### config.mk
export PLATFORM = sky130hd
export DESIGN_NAME = dtq_cell
export DESIGN_NICKNAME = d
export VERILOG_FILES = /design/src/rtl/dtq_pkg.sv /design/src/rtl/dtq_cell.sv
export SDC_FILE = /design/constraint.sdc
export NUM_CORES = 1
export LEC_CHECK = 0
export ABC_AREA = 1
export BUFFER_PORTS_ARGS = -buffer_cell sky130_fd_sc_hd__buf_2
export CAP_MARGIN = 15
export CORE_ASPECT_RATIO = 0.5
export CORE_MARGIN = 2
export CORE_UTILIZATION = 35
export DETAILED_ROUTE_END_ITERATION = 10
export MAX_ROUTING_LAYER = met4
export PLACE_DENSITY_LB_ADDON = 0.2
export SLEW_MARGIN = 10
export SYNTH_ARGS = -nofsm -noshare
export SYNTH_HDL_FRONTEND = slang
export SYNTH_SLANG_ARGS = --single-unit
### constraint.sdc
create_clock -name clock -period 5.6 [get_ports clock]
set_input_delay 0.28 -clock clock [delete_from_list [all_inputs] [get_ports clock]]
set_output_delay 0.28 -clock clock [all_outputs]
set_load 0.02 [all_outputs]
### src/rtl/dtq_pkg.sv
// Types and constants shared by the delta list timer queue.
package dtq_pkg;

   localparam int ID_WIDTH = 4;

   localparam logic CMD_INSERT = 1'b0;
   localparam logic CMD_REMOVE = 1'b1;

   // Input transaction
   typedef struct packed {
      logic                command;
      logic [ID_WIDTH-1:0] node_id;
      logic [31:0]         delay_ticks;
   } req_type;

   // Result transaction
   typedef struct packed {
      logic                head_valid;
      logic [ID_WIDTH-1:0] head_id;
      logic [31:0]         head_delta;
      logic                error;
   } rsp_type;

   // What the travelling token is doing at the cell it reaches
   typedef enum logic [3:0] {
      MODE_INS_SEEK  = 4'b0001,
      MODE_INS_SHIFT = 4'b0010,
      MODE_REM_SEEK  = 4'b0100,
      MODE_REM_SHIFT = 4'b1000
   } tok_mode_type;

   // Token control handed from cell to cell; node is the target id while
   // seeking and the carried id while shifting an insert
   typedef struct packed {
      logic                act;
      tok_mode_type        mode;
      logic [ID_WIDTH-1:0] node;
   } tok_ctl_type;

   // Sequencer states
   typedef enum logic [2:0] {
      S_IDLE   = 3'b001,
      S_WALK   = 3'b010,
      S_FINISH = 3'b100
   } state_type;

endpackage

### src/rtl/dtq_cell.sv
// One list position: holds an entry and steps the token on to its neighbour.
module dtq_cell #(
   parameter int DELTA_WIDTH = 32
) (
   input  logic                         clock,
   input  logic                         reset,
   input  dtq_pkg::tok_ctl_type         tok_ctl_i,
   input  logic [DELTA_WIDTH-1:0]       tok_val_i,
   input  logic                         nxt_used,
   input  logic [dtq_pkg::ID_WIDTH-1:0] nxt_node,
   input  logic [DELTA_WIDTH-1:0]       nxt_delta,
   output dtq_pkg::tok_ctl_type         tok_ctl_o,
   output logic [DELTA_WIDTH-1:0]       tok_val_o,
   output logic                         used_o,
   output logic [dtq_pkg::ID_WIDTH-1:0] node_o,
   output logic [DELTA_WIDTH-1:0]       delta_o,
   output logic                         done_o
);
   import dtq_pkg::*;

   logic                   used_ff, used_in;
   logic [ID_WIDTH-1:0]    node_ff, node_in;
   logic [DELTA_WIDTH-1:0] delta_ff, delta_in;
   tok_ctl_type            tok_ctl_ff, tok_ctl_in;
   logic [DELTA_WIDTH-1:0] tok_val_ff, tok_val_in;
   logic                   done;

   // Entry update and token hand-off
   always_comb begin
      used_in         = used_ff;
      node_in         = node_ff;
      delta_in        = delta_ff;
      tok_ctl_in      = tok_ctl_i;
      tok_ctl_in.act  = 1'b0;
      tok_val_in      = tok_val_i;
      done            = 1'b0;
      if (tok_ctl_i.act) begin
         unique case (tok_ctl_i.mode)
            MODE_INS_SEEK: begin
               if (used_ff && (tok_val_i >= delta_ff)) begin
                  // pass this entry, remainder shrinks
                  tok_ctl_in.act = 1'b1;
                  tok_val_in     = tok_val_i - delta_ff;
               end else if (used_ff) begin
                  // land here, old entry moves right and loses the remainder
                  node_in         = tok_ctl_i.node;
                  delta_in        = tok_val_i;
                  tok_ctl_in.act  = 1'b1;
                  tok_ctl_in.mode = MODE_INS_SHIFT;
                  tok_ctl_in.node = node_ff;
                  tok_val_in      = delta_ff - tok_val_i;
               end else begin
                  used_in  = 1'b1;
                  node_in  = tok_ctl_i.node;
                  delta_in = tok_val_i;
                  done     = 1'b1;
               end
            end
            MODE_INS_SHIFT: begin
               node_in  = tok_ctl_i.node;
               delta_in = tok_val_i;
               if (used_ff) begin
                  tok_ctl_in.act  = 1'b1;
                  tok_ctl_in.node = node_ff;
                  tok_val_in      = delta_ff;
               end else begin
                  used_in = 1'b1;
                  done    = 1'b1;
               end
            end
            MODE_REM_SEEK: begin
               if (used_ff && (node_ff == tok_ctl_i.node)) begin
                  if (nxt_used) begin
                     // successor inherits the removed delta
                     node_in         = nxt_node;
                     delta_in        = nxt_delta + delta_ff;
                     tok_ctl_in.act  = 1'b1;
                     tok_ctl_in.mode = MODE_REM_SHIFT;
                  end else begin
                     used_in = 1'b0;
                     done    = 1'b1;
                  end
               end else begin
                  tok_ctl_in.act = 1'b1;
               end
            end
            MODE_REM_SHIFT: begin
               if (nxt_used) begin
                  node_in        = nxt_node;
                  delta_in       = nxt_delta;
                  tok_ctl_in.act = 1'b1;
               end else begin
                  used_in = 1'b0;
                  done    = 1'b1;
               end
            end
            default: ;
         endcase
      end
   end

   // Control state
   always_ff @(posedge clock) begin
      if (reset) begin
         used_ff        <= 1'b0;
         tok_ctl_ff.act <= 1'b0;
      end else begin
         used_ff        <= used_in;
         tok_ctl_ff.act <= tok_ctl_in.act;
      end
   end

   // Payload
   always_ff @(posedge clock) begin
      node_ff         <= node_in;
      delta_ff        <= delta_in;
      tok_ctl_ff.mode <= tok_ctl_in.mode;
      tok_ctl_ff.node <= tok_ctl_in.node;
      tok_val_ff      <= tok_val_in;
   end

   assign tok_ctl_o = tok_ctl_ff;
   assign tok_val_o = tok_val_ff;
   assign used_o    = used_ff;
   assign node_o    = node_ff;
   assign delta_o   = delta_ff;
   assign done_o    = done;

endmodule

Yosys cells after proc, flatten, opt, wreduce, memory -nomap -nowiden

Cells that the tools add are included.

Flip-flop bits (word level): 78
Latch bits: 0
Memory bits (writable): 0
Memory bits (read-only): 0
Output and inout port bits: 79
Memories kept: 0

$add $sub $neg: 3
Multipliers: 0
Div/mod/pow operators: 0
Magnitude comparators: 1
Eq/ne operators: 9
Shifts and indexed selects: 0
Multiplexer cells: 37
Bitwise logic cells: 1
Reduce and logical (&&, ||, !) cells: 6

Operator list:

| operator                                                         | number |
|---|---|
| 32-bit two-way mux                                               | 8 |
| 32-bit one-hot mux with 4 select lines                           | 1 |
| 32-bit one-hot mux with 2 select lines                           | 1 |
| 32-bit subtractor                                                | 2 |
| 32-bit adder                                                     | 1 |
| 32-bit greater-or-equal comparator                               | 1 |
| 4-bit two-way mux                                                | 5 |
| 8-bit two-way mux                                                | 2 |
| 4-bit one-hot mux with 2 select lines                            | 2 |
| 4-bit one-hot mux with 4 select lines                            | 1 |
| 1-bit two-way mux                                                | 12 |
| 1-bit one-hot mux with 4 select lines                            | 3 |
| 9-bit two-way mux                                                | 1 |
| 2-bit != test (second input constant)                            | 4 |
| 6-bit AND reduction                                              | 1 |
| 5-bit two-way mux                                                | 1 |
| 4-bit by 1-bit == test with 1-bit output (second input constant) | 1 |
| 4-bit by 2-bit == test with 1-bit output (second input constant) | 1 |
| 4-bit by 3-bit == test with 1-bit output (second input constant) | 1 |
| 4-bit == test                                                    | 1 |
| 4-bit == test (second input constant)                            | 1 |
| 4-bit AND reduction                                              | 1 |
| 4-bit nonzero test                                               | 1 |
| 1-bit logical AND                                                | 2 |
| 2 further kinds                                                  | 2 |

Logic depth before layout (Yosys ltp)

Depth in word-level cells: 5
Mapped depth: 21
Gate-level depth less buffers: 20

Worst setup path after synthesis

OpenSTA, ideal clock, no wires.

Kind: reg2reg
From: register delta_ff[1] (netlist: delta_o[1])
To: register delta_ff[0] (netlist: delta_o[0]), enable pin
Setup time: 0.421 ns
Arrival time: 3.452 ns
Data required time: 5.179 ns
Slack: 1.727 ns
Cell stages (with the launch flop): 15
Path buffers: 1
Period minus slack after synthesis: 3.873 ns
Path through: edfxtp_1 > inv_1 > fa_1 > nand2_1 > nand2_2 > nand2_1 > nand2_2 > nand2_2 > nand3_2 > nand2_2 > nand2_2 > nand2_2 > buf_4 > o21bai_2 > nor2_1

Longest elaborated chain between the ends: 4

RTL lines:

| element                            | RTL line        | source |
|---|---|---|
| from (decl)                        | dtq_cell.sv:23  | `logic [DELTA_WIDTH-1:0] delta_ff, delta_in;` |
| from (signal assigned)             | dtq_cell.sv:116 | `delta_ff <= delta_in;` |
| 32-bit greater-or-equal comparator | dtq_cell.sv:40  | `if (used_ff && (tok_val_i >= delta_ff)) begin` |
| 1-bit logical AND                  | dtq_cell.sv:40  |  |
| 2-bit != test (no line)            | --              |  |
| 6-bit AND reduction (no line)      | --              |  |

No other way between the ends.
A chain may end at the register's enable or synchronous reset.

Worst setup path after layout

From: register delta_ff[1] (netlist: delta_o[1])
To: register delta_ff[26] (netlist: delta_o[26]), enable pin

Same word-level chain as after synthesis.

==> impl_results.md <==
* Reg clk slew, reported paths at 0.07 ns
* Syn Inst Count at 1969
* Vias per std cell at 5.203
* Syn_nets at 2146
* Mapped cell area at 0.01101 sq mm
* DR vias at 13.16k
* Reg-to-Reg End: delta_o[26]
* Flop2flop setup slack at 1.84 ns
* VDD IR max at 147.0 uV
* Maximum clock frequency at 0.2657 GHz
* Measured slew at the worst slew-check pin at 1.056 ns
* Hold depth at 2
* Critical path arrival at 3.78 ns
* Startpoint Class: register
* Internal power at 1.270 mW
* First-pass GRT wire length at 74.58 mm
* Combinational power share at 0.416
* Setup TNS at 0 ns
* Nets at 2278
* Hold_ws at 0.09164 ns
* Fin crit share at 0.6721
* Chip Height at 129.4 microns
* Yosys cell types at 46
* Root buffer cell: clkbuf_16
* Final wirelength at 50.65 mm
* Sequential share of power at 0.298
* Crit. End Element: register
* Syn. warnings at 0
* Worst path top cell family by delay: simple AND/OR/NAND/NOR gates
* Syn_area_per_cell at 5.591 sq um
* Part of the Yosys area used for sequential elements at 0.1746
* Min cycle time layout at 3.764 ns
* Worst Path Required at 5.62 ns
* Final hold vios at 0
* CTS resizes at 0
* Initial DRT Pass Iterations at 8
* Min-delay src: reset
* Initial antenna violation count at 2
* RSZ-0062 raised after global routing: false
* Worst Hold Class: in -> reg
* Switching part of the total at 0.4365
* Reg2Reg Depth at 14
* Gp weighted congestion at 1.058
* Power density over the cells at 180.2 mW/mm^2
* Clock buffer depth at 2
* Clk pwr share at 0.286
* Post-route ant nets at 0
* Cell repeated most along the worst path: nand2_2
* Worst Skew at 0.01378 ns
* Leakage at 6.896 nW
* 1st-iter DRT viols at 1673
* FP Rows at 45
* Dpl hpwl at 41.32 mm
* Drc violations at 0
* Worst Path Buf+Inv at 2
* Fillers at 3478
* H-Tree Depth at 3
* Die ar. at 0.03297 sq mm
* Critical path cell sequence: inv_1 > fa_1 > nand2_1 > nand2_2 > nand2_1 > nand2_2 > nand2_2 > nand3_2 > nand2_2 > nand2_2 > nand2_2 > o21bai_2 > nor2_2 > buf_4
* GRT Util Overall at 0.3197
* Layout cell share with drive strength beyond 1 at 0.1106
* Max-slew violations at 0
* Count of boundary I/O pins at 159
* CP max stage delay at 0.65 ns
* # setup viols final at 0
* Die width at 254.8 microns
* Worst R2R Start: delta_o[1]
* Largest net degree at the start of global routing at 62
* Area of the core at 0.03063 sq mm
* TritonCTS clock tree: done
* NetSw at 983.8 uW
* Initial Utilization at 0.3594
* Crit-path max FO at 32
* Slowest-stage cell, CP: nand2_2
* Area Overhead vs Synth at 13.62%
* Grt ovf at 0
* Buffers on Ports at 158
* Crit Path Category: reg -> reg
* Outcome: finished clean
* Relative slew slack at 0.2942
* Tot Pwr at 2.254 mW
* Hold EP: tok_ctl_o[8]
* Hold buffer count at CTS at 0
* Clock latency at the later pin of the worst-skew pair at 0.38 ns
* CTS sink cnt at 78
* Max cap viols at 0
* Wire length per cell at 20.02 microns
* Synthesis-stage register bit count at 78
* Number of buffers created by CTS at 9
* Setup bufs post-CTS at 0
* Vias in the first global route at 11.88k
Yosys cell counts, drive strengths merged:
master	n	area (sq um)
dfxtp	42	840.8
o21ai	112	560.5
a21boi	3	22.52
nand4	14	87.58
a21o	4	30.03
nor3	15	90.09
a22oi	1	7.510
nand2	824	3136
a311oi	1	8.760
o21bai	11	86.33
fa	3	60.06
clkbuf	33	123.9
a31oi	1	6.260
nand3	143	725.7
clkinv	1	5.000
o21a	2	15.01
nor2	119	489.2
inv	307	1152
ha	94	1176
a21oi	108	555.5
xnor2	9	78.83
a221o	1	10.01
xor2	28	245.2
nand3b	5	37.54
o221ai	1	8.760
nor4	2	12.51
o22ai	1	6.260
edfxtp	36	1081
buf	18	128.9
a211oi	1	7.510
o211ai	25	187.7
or2	4	25.02
power groups by stage:
| stage | Clock (mW) | Sequential (mW) | Combinational, mW |
|---|---|---|---|
| global route | 0.678 | 0.671 | 1.03 |
| CTS | 0.650 | 0.668 | 0.914 |
| global placement | 0 | 0.680 | 0.917 |
| floorplan | 0 | 0.704 | 0.566 |
| finish | 0.645 | 0.671 | 0.938 |
| detailed placement | 0 | 0.680 | 0.909 |
per-layer routing:
layer / track usage / vias up / wire length [microns]
li1: - / 6473 / -
met1: 0.4788 / 6036 / 25070
met2: 0.4134 / 622 / 18820
met3: 0.1027 / 32 / 6198
met4: 0.04403 / 0 / 554
met5: - / - / 0
state kept, by name, indices dropped and copies added, names as in the netlist:
register	flops
delta_o	32
node_o	4
tok_ctl_o	9
tok_val_o	32
used_o	1
stage by stage:
step | std cells | instance area [sq um] | util | setup slack (ns)
global placement | 2513 | 12210 | 0.3985 | 1.981
finish | 2530 | 12510 | 0.4083 | 1.836
CTS | 2529 | 12500 | 0.4083 | 1.914
floorplan | 1969 | 11010 | - | 1.727
detailed placement | 2513 | 12210 | 0.3985 | 1.921
global route | 2530 | 12510 | 0.4083 | 1.669
how the worst max path moves through the flow:
stage	start	to	slack, ns	depth (start not counted)
after floorplan	delta_o[1]	delta_o[0]	1.73	14
after global placement	tok_val_i[10]	delta_o[26]	1.98	15
after detailed placement	delta_o[1]	delta_o[30]	1.92	14
after CTS	delta_o[1]	delta_o[30]	1.91	14
after global routing	delta_o[8]	delta_o[30]	1.67	15
final	delta_o[1]	delta_o[26]	1.84	14
layout make-up:
type                    instances  area [sq um]  share of cell area
clock inverters                 6         68.82            0.005502
flip-flops and latches         78          1923              0.1538
repair buffers                172         895.9             0.07163
well taps                     423         529.3             0.04232
clock buffers                  10         229.0             0.01831
diodes                          1         2.502           0.0002001
inverters                     308          1157             0.09254
multi-input cells            1532          7701              0.6157
layout by cell type (no fill, tap or decap), types with 2 or more instances in the layout:
master     count
nand2_1      809
inv_1        302
buf_2        158
nand3_1      141
nor2_1       109
a21oi_1      106
o21ai_0       99
ha_1          94
dfxtp_1       41
edfxtp_1      36
xor2_1        28
o211ai_1      25
nand2_2       14
nand4_1       14
buf_4         14
o21ai_1       13
o21bai_1      10
nor3_1        10
xnor2_1        9
clkbuf_16      9
nor2_2         6
inv_2          5
nand3b_1       5
or2_2          4
nor2_4         4
a21o_1         4
nor3_2         3
a21boi_0       3
fa_1           3
nor3_4         2
nor4_1         2
clkinv_2       2
nand3_2        2
o21a_1         2
inv_6          2
cell families after synthesis:
kind of cell	synth area share
AO/OA/AOI/OAI	0.1374
XOR/XNOR	0.02944
adder cells (fa/ha/maj)	0.1123
buffers and inverters	0.1281
flip-flops	0.1746
AND/OR/NAND/NOR	0.4182
Note: power is estimated with default switching activity, not from simulation.
